## src/rtl/core/stcd_pkg.sv

```systemverilog
`timescale 1ns / 1ps
// stcd_pkg: shared types and constants of the spectral tone command detector
// used by every module of the block; depends on nothing

package stcd_pkg;

	// bin index and field widths
	localparam int BIN_W      = 10;
	localparam int CNT_W      = 8;
	localparam int CFG_DATA_W = 32;
	localparam int CFG_IDX_W  = 3;
	localparam int FRAME_BINS = 1024;

	// register reset values
	localparam logic [CFG_DATA_W-1:0] FLOOR_RST       = 32'd10000;
	localparam logic [CNT_W-1:0]      HITS_NEEDED_RST = 8'd5;
	localparam logic [BIN_W-1:0]      FIRST_BIN_RST   = 10'd10;
	localparam logic [BIN_W-1:0]      LAST_BIN_RST    = 10'd30;
	localparam logic [BIN_W-1:0]      MOVE_CTR_RST    = 10'd27;
	localparam logic [BIN_W-1:0]      TALK_CTR_RST    = 10'd21;
	localparam logic [BIN_W-1:0]      STOP_CTR_RST    = 10'd24;

	localparam logic [CNT_W-1:0] CNT_MAX = 8'd255;

	// configuration register indexes
	typedef enum logic [CFG_IDX_W-1:0] {
		REG_FLOOR       = 3'd0,
		REG_HITS_NEEDED = 3'd1,
		REG_FIRST_BIN   = 3'd2,
		REG_LAST_BIN    = 3'd3,
		REG_MOVE_CTR    = 3'd4,
		REG_TALK_CTR    = 3'd5,
		REG_STOP_CTR    = 3'd6
	} reg_idx_t;

	// operating modes
	typedef enum logic [1:0] {
		MODE_STOP = 2'd0,
		MODE_MOVE = 2'd1,
		MODE_TALK = 2'd2
	} mode_t;

	// kind of event passed from front to back
	typedef enum logic {
		EV_FRAME = 1'b0,
		EV_CMD   = 1'b1
	} ev_kind_t;

	// one queued event: a finished frame or a mode command
	typedef struct packed {
		ev_kind_t         kind;
		logic             busy;
		logic             peak_valid;
		logic [BIN_W-1:0] peak_bin;
		logic [1:0]       new_mode;
	} event_t;

	// bin within centre-1 .. centre+1, evaluated on 11 bits so the ends clip
	function automatic logic in_band(input logic [BIN_W-1:0] bin,
			input logic [BIN_W-1:0] centre);
		logic [BIN_W:0] b;
		logic [BIN_W:0] c;
		b = {1'b0, bin};
		c = {1'b0, centre};
		return ((b + (BIN_W+1)'(1)) >= c) && (b <= (c + (BIN_W+1)'(1)));
	endfunction

endpackage

```

## src/rtl/core/stcd_if.sv

```systemverilog
`timescale 1ns / 1ps
// stcd_in_if / stcd_out_if: valid-ready channels of the tone detector
// plain widths, no package dependency

interface stcd_in_if;
	logic        valid;
	logic        ready;
	logic        cmd;
	logic [9:0]  bin_index;
	logic [31:0] magnitude;
	logic        frame_end;
	logic        music_busy;
	logic [1:0]  new_mode;

	modport source (output valid, cmd, bin_index, magnitude, frame_end, music_busy,
		new_mode, input ready);
	modport sink (input valid, cmd, bin_index, magnitude, frame_end, music_busy,
		new_mode, output ready);
endinterface

interface stcd_out_if;
	logic       valid;
	logic       ready;
	logic [1:0] mode;
	logic       peak_valid;
	logic [9:0] peak_bin;
	logic [7:0] hit_count_out;

	modport source (output valid, mode, peak_valid, peak_bin, hit_count_out,
		input ready);
	modport sink (input valid, mode, peak_valid, peak_bin, hit_count_out,
		output ready);
endinterface

```

## src/rtl/core/stcd_front.sv

```systemverilog
`timescale 1ns / 1ps
// stcd_front: accepts input words, tracks the frame peak, emits frame and command events
// depends on stcd_pkg and stcd_in_if

module stcd_front #(
	parameter int MAG_WIDTH = 32
) (
	input  logic                               clk,
	input  logic                               arst_n,
	stcd_in_if.sink                            din,
	input  logic [stcd_pkg::CFG_DATA_W-1:0]    floor_cfg,
	input  logic [stcd_pkg::BIN_W-1:0]         first_bin_cfg,
	input  logic [stcd_pkg::BIN_W-1:0]         last_bin_cfg,
	output logic                               push_valid,
	output stcd_pkg::event_t                   push_ev,
	input  logic                               push_ready
);
	import stcd_pkg::*;

	logic [MAG_WIDTH-1:0] best_mag_q;
	logic [BIN_W-1:0]     best_bin_q;
	logic                 best_found_q;

	logic [MAG_WIDTH+CFG_DATA_W-1:0] mag_ext;
	logic [MAG_WIDTH+CFG_DATA_W-1:0] floor_ext;
	logic [MAG_WIDTH-1:0] mag_m;
	logic [MAG_WIDTH-1:0] floor_m;
	logic                 accept;
	logic                 take_bin;
	logic [BIN_W-1:0]     nxt_bin;
	logic [MAG_WIDTH-1:0] nxt_mag;
	logic                 nxt_found;

	// magnitudes are taken modulo 2^MAG_WIDTH
	assign mag_ext   = {{MAG_WIDTH{1'b0}}, din.magnitude};
	assign floor_ext = {{MAG_WIDTH{1'b0}}, floor_cfg};
	assign mag_m     = mag_ext[MAG_WIDTH-1:0];
	assign floor_m   = floor_ext[MAG_WIDTH-1:0];

	assign din.ready = push_ready;
	assign accept    = din.valid && push_ready;

	// peak compare for the current bin
	always_comb begin
		take_bin = (din.cmd == 1'b0)
			&& (din.bin_index >= first_bin_cfg) && (din.bin_index <= last_bin_cfg)
			&& ({22'd0, din.bin_index} < 32'(FRAME_BINS))
			&& (mag_m > floor_m)
			&& (!best_found_q || (mag_m > best_mag_q));
		nxt_bin   = take_bin ? din.bin_index : best_bin_q;
		nxt_mag   = take_bin ? mag_m : best_mag_q;
		nxt_found = take_bin || best_found_q;
	end

	// event toward the back end
	always_comb begin
		push_valid = accept && (din.cmd || din.frame_end);
		push_ev.kind       = din.cmd ? EV_CMD : EV_FRAME;
		push_ev.busy       = din.music_busy;
		push_ev.peak_valid = nxt_found && !din.music_busy && !din.cmd;
		push_ev.peak_bin   = (nxt_found && !din.music_busy && !din.cmd) ? nxt_bin : '0;
		push_ev.new_mode   = din.new_mode;
	end

	// peak store, cleared at frame end
	always_ff @(posedge clk or negedge arst_n) begin
		if (!arst_n) begin
			best_mag_q   <= '0;
			best_bin_q   <= '0;
			best_found_q <= 1'b0;
		end else if (accept && !din.cmd) begin
			if (din.frame_end) begin
				best_mag_q   <= '0;
				best_bin_q   <= '0;
				best_found_q <= 1'b0;
			end else begin
				best_mag_q   <= nxt_mag;
				best_bin_q   <= nxt_bin;
				best_found_q <= nxt_found;
			end
		end
	end

endmodule

```

## src/rtl/core/stcd_queue.sv

```systemverilog
`timescale 1ns / 1ps
// stcd_queue: two-entry event queue between front and back
// depends on stcd_pkg

module stcd_queue (
	input  logic             clk,
	input  logic             arst_n,
	input  logic             push_valid,
	input  stcd_pkg::event_t push_ev,
	output logic             push_ready,
	output logic             pop_valid,
	output stcd_pkg::event_t pop_ev,
	input  logic             pop_ready
);
	import stcd_pkg::*;

	event_t     ev_q [2];
	logic       wr_ptr_q;
	logic       rd_ptr_q;
	logic [1:0] cnt_q;
	logic       do_push;
	logic       do_pop;

	assign push_ready = (cnt_q != 2'd2);
	assign pop_valid  = (cnt_q != 2'd0);
	assign pop_ev     = ev_q[rd_ptr_q];
	assign do_push    = push_valid && push_ready;
	assign do_pop     = pop_valid && pop_ready;

	// entry storage
	always_ff @(posedge clk) begin
		if (do_push) begin
			ev_q[wr_ptr_q] <= push_ev;
		end
	end

	// pointers and fill count
	always_ff @(posedge clk or negedge arst_n) begin
		if (!arst_n) begin
			wr_ptr_q <= 1'b0;
			rd_ptr_q <= 1'b0;
			cnt_q    <= 2'd0;
		end else begin
			if (do_push) begin
				wr_ptr_q <= ~wr_ptr_q;
			end
			if (do_pop) begin
				rd_ptr_q <= ~rd_ptr_q;
			end
			if (do_push && !do_pop) begin
				cnt_q <= cnt_q + 2'd1;
			end else if (do_pop && !do_push) begin
				cnt_q <= cnt_q - 2'd1;
			end
		end
	end

endmodule

```

## src/rtl/core/stcd_back.sv

```systemverilog
`timescale 1ns / 1ps
// stcd_back: band decision, hit count, mode register and result word register
// depends on stcd_pkg and stcd_out_if

module stcd_back (
	input  logic                         clk,
	input  logic                         arst_n,
	input  logic                         pop_valid,
	input  stcd_pkg::event_t             pop_ev,
	output logic                         pop_ready,
	input  logic [stcd_pkg::CNT_W-1:0]   hits_needed_cfg,
	input  logic [stcd_pkg::BIN_W-1:0]   move_ctr_cfg,
	input  logic [stcd_pkg::BIN_W-1:0]   talk_ctr_cfg,
	input  logic [stcd_pkg::BIN_W-1:0]   stop_ctr_cfg,
	stcd_out_if.source                   dout
);
	import stcd_pkg::*;

	mode_t            mode_q;
	logic [CNT_W-1:0] hit_q;
	logic             out_valid_q;
	logic             out_pv_q;
	logic [BIN_W-1:0] out_pb_q;

	logic             do_pop;
	mode_t            mode_nxt;
	logic [CNT_W-1:0] hit_nxt;
	logic [CNT_W-1:0] hit_inc;
	logic             hit;
	mode_t            target;

	assign pop_ready = !out_valid_q || dout.ready;
	assign do_pop    = pop_valid && pop_ready;

	// band decision and count update
	always_comb begin
		mode_nxt = mode_q;
		hit_nxt  = hit_q;
		hit      = 1'b0;
		target   = MODE_STOP;
		hit_inc  = (hit_q != CNT_MAX) ? (hit_q + CNT_W'(1)) : hit_q;
		if (pop_ev.peak_valid && in_band(pop_ev.peak_bin, move_ctr_cfg)) begin
			hit    = 1'b1;
			target = MODE_MOVE;
		end else if (pop_ev.peak_valid && in_band(pop_ev.peak_bin, talk_ctr_cfg)) begin
			hit    = 1'b1;
			target = MODE_TALK;
		end else if (pop_ev.peak_valid && in_band(pop_ev.peak_bin, stop_ctr_cfg)) begin
			hit    = 1'b1;
			target = MODE_STOP;
		end
		unique case (pop_ev.kind)
			EV_CMD: begin
				case (pop_ev.new_mode) inside
					MODE_STOP, MODE_MOVE, MODE_TALK: mode_nxt = mode_t'(pop_ev.new_mode);
					default: mode_nxt = mode_q;
				endcase
			end
			EV_FRAME: begin
				if (!pop_ev.busy) begin
					if (hit) begin
						if (hit_inc >= hits_needed_cfg) begin
							hit_nxt  = '0;
							mode_nxt = target;
						end else begin
							hit_nxt = hit_inc;
						end
					end else begin
						hit_nxt = '0;
					end
				end
			end
			default: mode_nxt = mode_q;
		endcase
	end

	// mode, count and result word register
	always_ff @(posedge clk or negedge arst_n) begin
		if (!arst_n) begin
			mode_q      <= MODE_STOP;
			hit_q       <= '0;
			out_valid_q <= 1'b0;
		end else begin
			if (do_pop) begin
				mode_q      <= mode_nxt;
				hit_q       <= hit_nxt;
				out_valid_q <= 1'b1;
			end else if (dout.ready) begin
				out_valid_q <= 1'b0;
			end
		end
	end

	always_ff @(posedge clk) begin
		if (do_pop) begin
			out_pv_q <= pop_ev.peak_valid;
			out_pb_q <= pop_ev.peak_bin;
		end
	end

	assign dout.valid         = out_valid_q;
	assign dout.mode          = mode_q;
	assign dout.peak_valid    = out_pv_q;
	assign dout.peak_bin      = out_pb_q;
	assign dout.hit_count_out = hit_q;

endmodule

```

## src/rtl/core/spectral_tone_command_detector_top.sv

```systemverilog
`timescale 1ns / 1ps
// spectral_tone_command_detector_top: configuration registers and front/queue/back
// Throughput: one input word per cycle while the event queue has room; bins that do not end a frame give no result.
// A result word is registered in the event queue and then in the result word register; either can stall.
// The two-entry event queue lets the peak search run on while the result waits.
// Reset: arst_n clears peak store, hit count, mode (stopped), queue and output valid;
// configuration registers return to their documented defaults.

module spectral_tone_command_detector_top #(
	parameter int MAG_WIDTH = 32
) (
	input  logic                            clk,
	input  logic                            arst_n,
	stcd_in_if.sink                         din,
	stcd_out_if.source                      dout,
	input  logic                            cfg_we,
	input  logic [stcd_pkg::CFG_IDX_W-1:0]  cfg_index,
	input  logic [stcd_pkg::CFG_DATA_W-1:0] cfg_wdata
);
	import stcd_pkg::*;

	logic [CFG_DATA_W-1:0] floor_q;
	logic [CNT_W-1:0]      hits_needed_q;
	logic [BIN_W-1:0]      first_bin_q;
	logic [BIN_W-1:0]      last_bin_q;
	logic [BIN_W-1:0]      move_ctr_q;
	logic [BIN_W-1:0]      talk_ctr_q;
	logic [BIN_W-1:0]      stop_ctr_q;

	logic   push_valid;
	logic   push_ready;
	event_t push_ev;
	logic   pop_valid;
	logic   pop_ready;
	event_t pop_ev;

	// configuration registers
	always_ff @(posedge clk or negedge arst_n) begin
		if (!arst_n) begin
			floor_q       <= FLOOR_RST;
			hits_needed_q <= HITS_NEEDED_RST;
			first_bin_q   <= FIRST_BIN_RST;
			last_bin_q    <= LAST_BIN_RST;
			move_ctr_q    <= MOVE_CTR_RST;
			talk_ctr_q    <= TALK_CTR_RST;
			stop_ctr_q    <= STOP_CTR_RST;
		end else if (cfg_we) begin
			unique case (cfg_index)
				REG_FLOOR:       floor_q       <= cfg_wdata;
				REG_HITS_NEEDED: hits_needed_q <= cfg_wdata[CNT_W-1:0];
				REG_FIRST_BIN:   first_bin_q   <= cfg_wdata[BIN_W-1:0];
				REG_LAST_BIN:    last_bin_q    <= cfg_wdata[BIN_W-1:0];
				REG_MOVE_CTR:    move_ctr_q    <= cfg_wdata[BIN_W-1:0];
				REG_TALK_CTR:    talk_ctr_q    <= cfg_wdata[BIN_W-1:0];
				REG_STOP_CTR:    stop_ctr_q    <= cfg_wdata[BIN_W-1:0];
				default: ;
			endcase
		end
	end

	// peak search front end
	stcd_front #(
		.MAG_WIDTH(MAG_WIDTH)
	) u_front (
		.clk          (clk),
		.arst_n       (arst_n),
		.din          (din),
		.floor_cfg    (floor_q),
		.first_bin_cfg(first_bin_q),
		.last_bin_cfg (last_bin_q),
		.push_valid   (push_valid),
		.push_ev      (push_ev),
		.push_ready   (push_ready)
	);

	// event queue
	stcd_queue u_queue (
		.clk       (clk),
		.arst_n    (arst_n),
		.push_valid(push_valid),
		.push_ev   (push_ev),
		.push_ready(push_ready),
		.pop_valid (pop_valid),
		.pop_ev    (pop_ev),
		.pop_ready (pop_ready)
	);

	// decision back end
	stcd_back u_back (
		.clk            (clk),
		.arst_n         (arst_n),
		.pop_valid      (pop_valid),
		.pop_ev         (pop_ev),
		.pop_ready      (pop_ready),
		.hits_needed_cfg(hits_needed_q),
		.move_ctr_cfg   (move_ctr_q),
		.talk_ctr_cfg   (talk_ctr_q),
		.stop_ctr_cfg   (stop_ctr_q),
		.dout           (dout)
	);

endmodule

```

## src/flat_wrapper.sv

```systemverilog
// flat-port wrapper written by rule: the top's interface ports become plain ports
module spectral_tone_command_detector_top_flat import stcd_pkg::*;
#(
	parameter int MAG_WIDTH = 32
)
  (clk, arst_n, cfg_we, cfg_index, cfg_wdata, din_valid, din_cmd, din_bin_index, din_magnitude, din_frame_end, din_music_busy, din_new_mode, din_ready, dout_valid, dout_mode, dout_peak_valid, dout_peak_bin, dout_hit_count_out, dout_ready);
  stcd_in_if din_i ();
  stcd_out_if dout_i ();
  input  logic clk;
  input  logic arst_n;
  input  logic cfg_we;
  input  logic [stcd_pkg::CFG_IDX_W-1:0] cfg_index;
  input  logic [stcd_pkg::CFG_DATA_W-1:0] cfg_wdata;
  input wire logic [$bits(din_i.valid)-1:0] din_valid;
  input wire logic [$bits(din_i.cmd)-1:0] din_cmd;
  input wire logic [$bits(din_i.bin_index)-1:0] din_bin_index;
  input wire logic [$bits(din_i.magnitude)-1:0] din_magnitude;
  input wire logic [$bits(din_i.frame_end)-1:0] din_frame_end;
  input wire logic [$bits(din_i.music_busy)-1:0] din_music_busy;
  input wire logic [$bits(din_i.new_mode)-1:0] din_new_mode;
  output wire logic [$bits(din_i.ready)-1:0] din_ready;
  output wire logic [$bits(dout_i.valid)-1:0] dout_valid;
  output wire logic [$bits(dout_i.mode)-1:0] dout_mode;
  output wire logic [$bits(dout_i.peak_valid)-1:0] dout_peak_valid;
  output wire logic [$bits(dout_i.peak_bin)-1:0] dout_peak_bin;
  output wire logic [$bits(dout_i.hit_count_out)-1:0] dout_hit_count_out;
  input wire logic [$bits(dout_i.ready)-1:0] dout_ready;
  assign din_i.valid = din_valid;
  assign din_i.cmd = din_cmd;
  assign din_i.bin_index = din_bin_index;
  assign din_i.magnitude = din_magnitude;
  assign din_i.frame_end = din_frame_end;
  assign din_i.music_busy = din_music_busy;
  assign din_i.new_mode = din_new_mode;
  assign din_ready = din_i.ready;
  assign dout_valid = dout_i.valid;
  assign dout_mode = dout_i.mode;
  assign dout_peak_valid = dout_i.peak_valid;
  assign dout_peak_bin = dout_i.peak_bin;
  assign dout_hit_count_out = dout_i.hit_count_out;
  assign dout_i.ready = dout_ready;
  spectral_tone_command_detector_top #(.MAG_WIDTH(MAG_WIDTH)) u_core (.clk(clk), .arst_n(arst_n), .din(din_i), .dout(dout_i), .cfg_we(cfg_we), .cfg_index(cfg_index), .cfg_wdata(cfg_wdata));
endmodule
```

## config.mk

```make
export PLATFORM = sky130hd
export DESIGN_NAME = spectral_tone_command_detector_top_flat
export DESIGN_NICKNAME = d
export VERILOG_FILES = /design/src/rtl/core/stcd_pkg.sv /design/src/rtl/core/stcd_if.sv /design/src/rtl/core/stcd_front.sv /design/src/rtl/core/stcd_queue.sv /design/src/rtl/core/stcd_back.sv /design/src/rtl/core/spectral_tone_command_detector_top.sv /design/src/flat_wrapper.sv
export SDC_FILE = /design/constraint.sdc
export NUM_CORES = 1
export LEC_CHECK = 0
export ABC_CLOCK_PERIOD_IN_PS = 7400
export BUFFER_PORTS_ARGS = -buffer_cell sky130_fd_sc_hd__buf_2
export CAP_MARGIN = 20
export CORE_ASPECT_RATIO = 1.1
export CORE_MARGIN = 8
export CORE_UTILIZATION = 29
export DETAILED_ROUTE_END_ITERATION = 7
export HOLD_SLACK_MARGIN = 0.02
export PLACE_DENSITY = 0.52
export SYNTH_ARGS = -nofsm -noshare
export SYNTH_HDL_FRONTEND = slang
export SYNTH_SLANG_ARGS = --single-unit
```

## constraint.sdc

```tcl
create_clock -name clk -period 7.4 [get_ports clk]
set_input_delay 0.37 -clock clk [delete_from_list [all_inputs] [get_ports clk]]
set_output_delay 0.37 -clock clk [all_outputs]
set_load 0.01 [all_outputs]
```

==> results of run 1 <==
-- synthesized netlist by cell type, types with 5 or more instances --
cell / number
sky130_fd_sc_hd__a211oi_1: 10
sky130_fd_sc_hd__a21o_1: 14
sky130_fd_sc_hd__a21oi_1: 49
sky130_fd_sc_hd__a31oi_1: 5
sky130_fd_sc_hd__a32o_1: 8
sky130_fd_sc_hd__and4_1: 5
sky130_fd_sc_hd__buf_1: 5
sky130_fd_sc_hd__clkbuf_1: 53
sky130_fd_sc_hd__dfrtp_1: 126
sky130_fd_sc_hd__dfstp_2: 22
sky130_fd_sc_hd__edfxtp_1: 41
sky130_fd_sc_hd__ha_1: 158
sky130_fd_sc_hd__inv_1: 136
sky130_fd_sc_hd__mux2_2: 39
sky130_fd_sc_hd__mux2i_1: 10
sky130_fd_sc_hd__nand2_1: 166
sky130_fd_sc_hd__nand2b_1: 10
sky130_fd_sc_hd__nand3_1: 87
sky130_fd_sc_hd__nand4_1: 18
sky130_fd_sc_hd__nor2_1: 26
sky130_fd_sc_hd__nor2b_1: 9
sky130_fd_sc_hd__nor3_1: 16
sky130_fd_sc_hd__nor4_1: 7
sky130_fd_sc_hd__o2111ai_1: 13
sky130_fd_sc_hd__o211ai_1: 51
sky130_fd_sc_hd__o21a_1: 8
sky130_fd_sc_hd__o21ai_0: 81
sky130_fd_sc_hd__o311ai_0: 28
sky130_fd_sc_hd__o311ai_1: 14
sky130_fd_sc_hd__or4_1: 23
sky130_fd_sc_hd__xnor2_1: 33
sky130_fd_sc_hd__xor2_1: 6
-- cells by family after synthesis --
| kind of cell | count (synthesis) |
|---|---|
| AO/OA/AOI/OAI | 307 |
| XOR/XNOR | 39 |
| adder cells (fa/ha/maj) | 158 |
| buffers and inverters | 198 |
| flip-flops | 189 |
| multiplexers | 51 |
| AND/OR/NAND/NOR | 383 |
-- worst max-delay path: stages (launching register included) --
cell and delay (ns):
sky130_fd_sc_hd__dfrtp_1 0.91, sky130_fd_sc_hd__mux2i_1 0.49, sky130_fd_sc_hd__inv_1 0.22, sky130_fd_sc_hd__ha_1 0.30, sky130_fd_sc_hd__and4_1 0.23, sky130_fd_sc_hd__o21ai_2 0.17, sky130_fd_sc_hd__nor2_1 0.07, sky130_fd_sc_hd__xnor2_1 0.34
sky130_fd_sc_hd__ha_1 0.33, sky130_fd_sc_hd__o21a_1 0.11, sky130_fd_sc_hd__o21ai_0 0.23, sky130_fd_sc_hd__o21bai_1 0.11, sky130_fd_sc_hd__or3b_1 0.43, sky130_fd_sc_hd__a222oi_1 0.41, sky130_fd_sc_hd__nor2_1 0.30, sky130_fd_sc_hd__a32o_1 0.34
-- power by group through the flow --
stage	combinational (mW)	sequential [mW]	clock, mW
floorplan	1.28	1.54	0
global placement	1.80	1.60	0
detailed placement	1.83	1.61	0
CTS	1.84	1.59	0.972
global route	2.08	1.63	1.01
finish	1.82	1.59	0.945
-- final timing paths --
check,from,to,slack [ns],depth (start not counted)
worst max-delay path,u_core.u_queue.rd_ptr_q$_DFFE_PN0P_,u_core.u_back.dout.hit_count_out[4]$_DFFE_PN0P_,2.31,15
worst min-delay path,arst_n,u_core.floor_q[12]$_DFFE_PN0P_,0.02,1
worst max register to register,u_core.u_queue.rd_ptr_q$_DFFE_PN0P_,u_core.u_back.dout.hit_count_out[4]$_DFFE_PN0P_,2.31,15
worst min register to register,u_core.last_bin_q[9]$_DFFE_PN0P_,u_core.last_bin_q[9]$_DFFE_PN0P_,0.51,1
max in group asynchronous,arst_n,u_core.move_ctr_q[6]$_DFFE_PN0P_,6.06,2
min in group clk,cfg_wdata[14],u_core.floor_q[14]$_DFFE_PN0P_,0.12,3
-- cell usage in the layout, fill, tap and decap left out, drive strengths merged, types with 13 or more instances in the layout --
cell type / n
a21o: 14
a21oi: 49
buf: 121
clkbuf: 25
dfrtp: 126
dfstp: 22
edfxtp: 41
ha: 158
inv: 139
mux2: 41
nand2: 166
nand3: 87
nand4: 18
nor2: 26
nor3: 16
o2111ai: 13
o211ai: 51
o21ai: 86
o311ai: 42
or4: 23
xnor2: 33
-- flip-flops by register name (all words and copies together) (netlist names), 10 cells and up --
name	count
u_core.last_bin_q	10
u_core.talk_ctr_q	10
u_core.u_queue.ev_q	30
u_core.u_front.best_mag_q	32
u_core.u_front.best_bin_q	10
u_core.floor_q	32
u_core.first_bin_q	10
u_core.move_ctr_q	10
u_core.stop_ctr_q	10
u_core.u_back.dout.peak_bin	10
-- metal layers --
metal	up-vias	track usage (%)	wire length (µm)
li1	5005	-	-
met1	4906	18.71	16630
met2	192	26.38	18520
met3	31	2.528	1485
met4	0	4.057	640
met5	-	0	0
-- stage by stage --
| step | hold slack [ns] | power, mW |
|---|---|---|
| after detailed placement | 0.4928 | 3.436 |
| final | 0.01961 | 4.351 |
| after global placement | 0.4909 | 3.394 |
| after CTS | 0.07183 | 4.397 |
| after floorplan | 0.07441 | 2.822 |
| after global routing | 0.09831 | 4.714 |
-- cell type report --
type                    count  area (µm²)
repair buffers            121       641.9
fillers                  4423       28650
clock inverters             7       73.82
clock buffers              25       526.8
inverters                 137       514.2
multi-input cells         938        6847
diodes                      5       12.51
well taps                 574       718.2
flip-flops and latches    189        4962
==> run summary, run 1 <==
## Power and ir drop
* maximum vdd ir drop: 0.0001671 V
* Clk network pwr share: 21.7%
* internal portion of total power: 2.634 mW
* proportion of power drawn by combinational gates: 41.8%
* switching power of the nets: 1.717 mW
* power density over the cells: 304.4 nW/µm²
* leakage power figure: 6.338 nW
* switching share of total power: 39.46%
* sequential power share: 36.5%

## STA
* Final period util: 68.79%
* setup violators final: 0
* final setup slack of the worst path: 2.310 ns
* unrepaired setup endpoints after global routing: no
* fin. max-slew vios: 0
* f_max: 196.4 MHz
* final total negative setup slack: 0 ns
* actual transition at the worst max-transition pin: 0.9990 ns
* final clock skew: 0.01398 ns
* minimum clock period: 5.090 ns
* final count of hold timing violations: 0
* Max-Slew Margin vs Limit: 33.40%

## Route
* drt initial violations: 624
* DRC: 0
* total number of vias: 10130
* per-cell via count in the routed design: 5.077
* Antenna Nets Post-Route: 0
* routed wire length: 37270 µm
* detailed-router iteration count before antenna repair: 6
* routed wire length per instance: 18.67 µm

## Worst setup path
* Crit Path Max Fanout: 21
* Worst Path Class, Setup: reg -> reg
* launching element type of the critical path: register
* CP arrival: 5.43 ns
* critical path required time: 7.74 ns
* Critical Path Sink Type: register

## Final layout
* ratio of cells with drive above 1 in the final layout: 15.81%
* post-route cell area: 14300 µm²
* fraction of the core area covered by cells at the end of the flow: 33.29%
* post-synthesis to final-layout area growth: 14.27%
* non-filler cells, final: 1996
* fin nets: 1649

## Logic synthesis
* Synth Cell Area: 12510 µm²
* asr flop ratio synth: 78.31%
* number of unique standard cell types used by synthesis: 58
* Synth area leaders: sky130_fd_sc_hd__dfrtp_1 (25%), sky130_fd_sc_hd__ha_1 (16%), sky130_fd_sc_hd__edfxtp_1 (9.8%), sky130_fd_sc_hd__nand2_1 (5.0%), sky130_fd_sc_hd__dfstp_2 (4.6%)
* sequential area share after synthesis: 39.66%
* combinational family with the most area after synthesis: compound AO/OA/AOI/OAI gates
* parity-gate share of the synthesized area counting xor and xnor cells: 2.730%
* synthesized instance count: 1325
* EDFF count, synth: 41
* Synthesized Nets: 1570
* Synth Flop Type: sky130_fd_sc_hd__dfrtp_1
* fraction of post-synthesis cell area in the top cell type by area: 25.20%
* post-synthesis sequential element count: 189
* cell type with the highest aggregate area in the netlist: sky130_fd_sc_hd__dfrtp_1
* number of synthesis warnings: 0
* Post-Synthesis Mean Instance Area: 9.442 µm²
* Post-Synth Simple-Gate Area: 14.75%
* fraction of the mapped netlist area in compound gates: 16.57%
* multiplexer area fraction after synthesis: 4.490%
* post-synthesis adder-cell area fraction: 15.80%

## Status
* outcome: finished, final reports clean

## Clocking
* post-CTS clock slew at the launch and capture registers of the worst setup and hold paths: 0.07 ns
* cts repair resizes: 0
* number of buffers inserted during clock tree synthesis: 17
* buffers inserted during post-CTS setup optimization: 0
* CTS tree: built
* count of H-tree levels built during CTS: 4
* count of hold buffers inserted by post-cts repair: 0
* clk root buf: sky130_fd_sc_hd__clkbuf_16
* insertion delay to the later sink of the worst-skew pair: 0.45 ns
* clock tree sinks: 189
* buffer depth of the longest clock path: 2

## Place
* IO buf count: 109
* Placed Cells: 1959
* Final HPWL DP: 27810 µm
* Setup Slack @ Placement: 2.294 ns
* Placer Congestion: 0.8893
* placed inst area: 13680 µm²

## Floorplan
* die footprint: 50050 µm²
* number of core rows: 80
* Boundary Pins: 110
* die height: 233.8 µm
* Die Span X: 214.0 µm
* placeable core region: 42940 µm²
* Starting Density: 29.13%

## Min path
* worst hold path type: in -> async

## Global route
* global-route wire length before repair: 58920 µm
* Total Routing Usage GR: 14.96%
* via count of the first global-routing pass: 10180
* maximum number of pins on one net before global-route repair: 91
* number of antenna violations at the first check in global routing: 6
* global-route congestion overflow total: 0

## Job
* max capacitance violation total: 0

(Power assumes the default switching activity.)
==> run 2, diff against run 1 <==
Settings changed: ABC_AREA set to 1, ABC_CLOCK_PERIOD_IN_PS 7400 to 4900.
Clock period 7.4 ns to 4.9 ns, I/O delays scaled along.
==> run summary, run 2 <==
## Final layout
* fill cell count: 4428
* post-synthesis to final-layout area growth: 15.18%
* top library cells by usage in the layout, fill and taps aside: sky130_fd_sc_hd__nand2_1 (405), sky130_fd_sc_hd__inv_1 (225), sky130_fd_sc_hd__ha_1 (158), sky130_fd_sc_hd__dfrtp_1 (126), sky130_fd_sc_hd__buf_2 (108)
* ratio of cells with drive above 1 in the final layout: 13.49%
* non-filler cells, final: 2185
* largest registers: u_core.floor_q x32, u_core.u_front.best_mag_q x32, u_core.u_queue.ev_q x30
* most common cell after layout, fill and taps aside: sky130_fd_sc_hd__nand2_1
* fin nets: 1848

## Power and ir drop
* power density over the cells: 440.1 nW/µm²
* maximum vdd ir drop: 0.0002654 V
* leakage power figure: 7.094 nW

## Clocking
* insertion delay to the later sink of the worst-skew pair: 0.45 ns
* clk root buf: sky130_fd_sc_hd__clkbuf_16
* buffer depth of the longest clock path: 2
* post-CTS clock slew at the launch and capture registers of the worst setup and hold paths: 0.08 ns
* clock tree sinks: 189
* CTS tree: built
* count of H-tree levels built during CTS: 4
* number of buffers inserted during clock tree synthesis: 17

## STA
* Max-Slew Margin vs Limit: 45.19%
* Final period util: 73.68%
* fin. max-slew vios: 0
* minimum clock period: 3.610 ns
* f_max: 277.0 MHz
* final total negative setup slack: 0 ns
* final setup slack of the worst path: 1.290 ns
* setup violators final: 0
* final clock skew: 0.01407 ns
* final count of hold timing violations: 0
* actual transition at the worst max-transition pin: 0.8203 ns
* unrepaired setup endpoints after global routing: no

## Logic synthesis
* sequential area share after synthesis: 40.55%
* EDFF count, synth: 41
* number of synthesis warnings: 0
* Synthesized Nets: 1731
* post-synthesis sequential element count: 189
* cell type with the highest aggregate area in the netlist: sky130_fd_sc_hd__dfrtp_1
* number of unique standard cell types used by synthesis: 48
* top cells by instance count after synthesis: sky130_fd_sc_hd__nand2_1 (406), sky130_fd_sc_hd__inv_1 (225), sky130_fd_sc_hd__ha_1 (158)
* Synth area leaders: sky130_fd_sc_hd__dfrtp_1 (26%), sky130_fd_sc_hd__ha_1 (16%), sky130_fd_sc_hd__nand2_1 (12%), sky130_fd_sc_hd__edfxtp_1 (10%), sky130_fd_sc_hd__inv_1 (6.9%)
* asr flop ratio synth: 78.31%
* synthesized instance count: 1486
* top-count cell post-synth: sky130_fd_sc_hd__nand2_1
* Synth Cell Area: 12240 µm²
* Post-Synthesis Mean Instance Area: 8.235 µm²
* Synth Flop Type: sky130_fd_sc_hd__dfrtp_1
* fraction of post-synthesis cell area in the top cell type by area: 25.77%

## Worst setup path
* worst reg2reg startpoint: u_core.u_queue.rd_ptr_q$_DFFE_PN0P_
* Critical Path Sink Type: register
* Worst Path Class, Setup: reg -> reg
* depth of the worst register-to-register path: 26
* launching element type of the critical path: register
* critical path launch point: u_core.u_queue.rd_ptr_q$_DFFE_PN0P_
* minimum setup slack among reg-to-reg paths: 1.29 ns
* CP arrival: 3.95 ns
* Setup crit end: u_core.u_back.dout.mode[1]$_DFFE_PN0P_
* Crit Path Max Fanout: 17
* capture point of the worst reg-to-reg path: u_core.u_back.dout.mode[1]$_DFFE_PN0P_
* critical path required time: 5.24 ns

## Min path
* worst hold path type: in -> reg
* startpoint of the most critical hold path: cfg_wdata[30]

## Job
* max capacitance violation total: 0

## Place
* Placer Congestion: 0.8520
* Setup Slack @ Placement: 1.278 ns
* IO buf count: 109
* Placed Cells: 2136
* Final HPWL DP: 25510 µm

## Floorplan
* number of core rows: 79
* Starting Density: 29.13%
* placeable core region: 42010 µm²
* Boundary Pins: 110
* die height: 231.4 µm
* die footprint: 49030 µm²
* Die Span X: 211.9 µm

## Global route
* via count of the first global-routing pass: 9614
* number of antenna violations at the first check in global routing: 5
* global-route wire length before repair: 51810 µm
* maximum number of pins on one net before global-route repair: 78
* global-route congestion overflow total: 0
* Total Routing Usage GR: 13.56%

## Route
* DRC: 0
* Antenna Nets Post-Route: 0
* routed wire length: 32410 µm
* total number of vias: 9656
* detailed-router iteration count before antenna repair: 4
* routed wire length per instance: 14.83 µm
* per-cell via count in the routed design: 4.419
* drt initial violations: 394

## Status
* outcome: finished, final reports clean

-- run 2: cell types whose count changed after synthesis, moves of 14 or more --
cell | previous run | this run
sky130_fd_sc_hd__o311ai_1 | 14 | 0
sky130_fd_sc_hd__inv_1 | 136 | 225
sky130_fd_sc_hd__a21oi_1 | 49 | 92
sky130_fd_sc_hd__or4_1 | 23 | 0
sky130_fd_sc_hd__xnor2_1 | 33 | 9
sky130_fd_sc_hd__o211ai_1 | 51 | 2
sky130_fd_sc_hd__o311ai_0 | 28 | 0
sky130_fd_sc_hd__nor2_1 | 26 | 88
sky130_fd_sc_hd__mux2_2 | 39 | 0
sky130_fd_sc_hd__xor2_1 | 6 | 26
sky130_fd_sc_hd__nand3_1 | 87 | 39
sky130_fd_sc_hd__clkbuf_1 | 53 | 19
sky130_fd_sc_hd__nand2_1 | 166 | 406
sky130_fd_sc_hd__nand2_2 | 0 | 15
-- run 2: worst min-delay path by stage --
stage / endpoint / depth (start not counted) / slack, ns
floorplan: u_core.first_bin_q[0]$_DFFE_PN0P_ / 0 / -0.05
global placement: u_core.u_back.dout.hit_count_out[7]$_DFFE_PN0P_ / 1 / 0.34
detailed placement: u_core.u_back.dout.mode[0]$_DFFE_PN0P_ / 1 / 0.33
CTS: u_core.floor_q[12]$_DFFE_PN0P_ / 3 / 0.02
global route: u_core.u_queue.ev_q[0][13]$_DFFE_PP_ / 1 / 0.03
finish: u_core.floor_q[30]$_DFFE_PN0P_ / 3 / 0.04
-- run 2: worst max-delay path, cell delays in order (launching register included) --
cell and delay, ns:
sky130_fd_sc_hd__dfrtp_1 0.79, sky130_fd_sc_hd__inv_6 0.15, sky130_fd_sc_hd__or2_1 0.26, sky130_fd_sc_hd__o21ai_2 0.11, sky130_fd_sc_hd__inv_2 0.12, sky130_fd_sc_hd__ha_1 0.25, sky130_fd_sc_hd__nand3_2 0.13, sky130_fd_sc_hd__nor2_4 0.06
sky130_fd_sc_hd__xnor2_1 0.12, sky130_fd_sc_hd__inv_1 0.09, sky130_fd_sc_hd__ha_1 0.30, sky130_fd_sc_hd__nand2_1 0.10, sky130_fd_sc_hd__inv_1 0.04, sky130_fd_sc_hd__a21oi_1 0.13, sky130_fd_sc_hd__nand2_1 0.06, sky130_fd_sc_hd__nand2_1 0.05
sky130_fd_sc_hd__nand3_1 0.08, sky130_fd_sc_hd__nand2_1 0.07, sky130_fd_sc_hd__nand2_1 0.04, sky130_fd_sc_hd__nand2_1 0.05, sky130_fd_sc_hd__nand2_1 0.05, sky130_fd_sc_hd__nand2_1 0.11, sky130_fd_sc_hd__nand2_4 0.10, sky130_fd_sc_hd__nand2_4 0.08
sky130_fd_sc_hd__nand2_2 0.05, sky130_fd_sc_hd__nand2_1 0.06, sky130_fd_sc_hd__nand2_1 0.05
-- run 2: cell families after synthesis --
logic type	count (synthesis)	share of synthesized area, %
flip-flops	189	40.55
adder cells (fa/ha/maj)	158	16.16
buffers and inverters	261	8.814
AND/OR/NAND/NOR	629	22.43
AO/OA/AOI/OAI	212	9.376
multiplexers	2	0.1636
XOR/XNOR	35	2.505
-- run 2: metrics by stage --
step	total power, mW	instance area (µm²)	util, %	hold slack [ns]
after global placement	4.760	13330	31.73	0.3366
after floorplan	4.059	12240	-	-0.05059
after detailed placement	4.810	13330	31.73	0.3307
after CTS	6.309	14070	33.49	0.02043
final	6.203	14090	33.55	0.04105
after global routing	6.776	14090	33.55	0.02950
-- run 2: layer usage --
layer | wire length (µm) | track usage [%]
met1 | 14630 | 16.66
met5 | 23 | 0
met4 | 576 | 4.216
met3 | 1346 | 2.878
met2 | 15840 | 23.45
-- run 2: power by group --
| part | switching [mW] | internal [mW] | leakage [nW] |
|---|---|---|---|
| registers | 0.197 | 1.97 | 2.23 |
| clock network | 0.643 | 0.809 | 0.283 |
| logic | 1.62 | 0.965 | 4.58 |
| total | 2.46 | 3.75 | 7.09 |
-- run 2: repair_timing --
action / 4_1_cts / 5_1_grt
endpoints found under the hold margin: 85 / 0
resized for setup: 0 / 0
buffers inserted: 0 / 0
hold buffers: 14 / 0
-- run 2: cell type report --
| type | instances | area [µm²] | share of cell area (%) |
|---|---|---|---|
| multi-input combinational | 1036 | 6198 | 43.98 |
| tap | 567 | 709.4 | 5.033 |
| clock buffer | 20 | 436.7 | 3.098 |
| antenna | 2 | 5.005 | 0.03551 |
| clock inverter | 12 | 161.4 | 1.145 |
| inverter | 229 | 864.6 | 6.134 |
| sequential | 189 | 4962 | 35.21 |
| timing repair buffer | 130 | 757.0 | 5.371 |
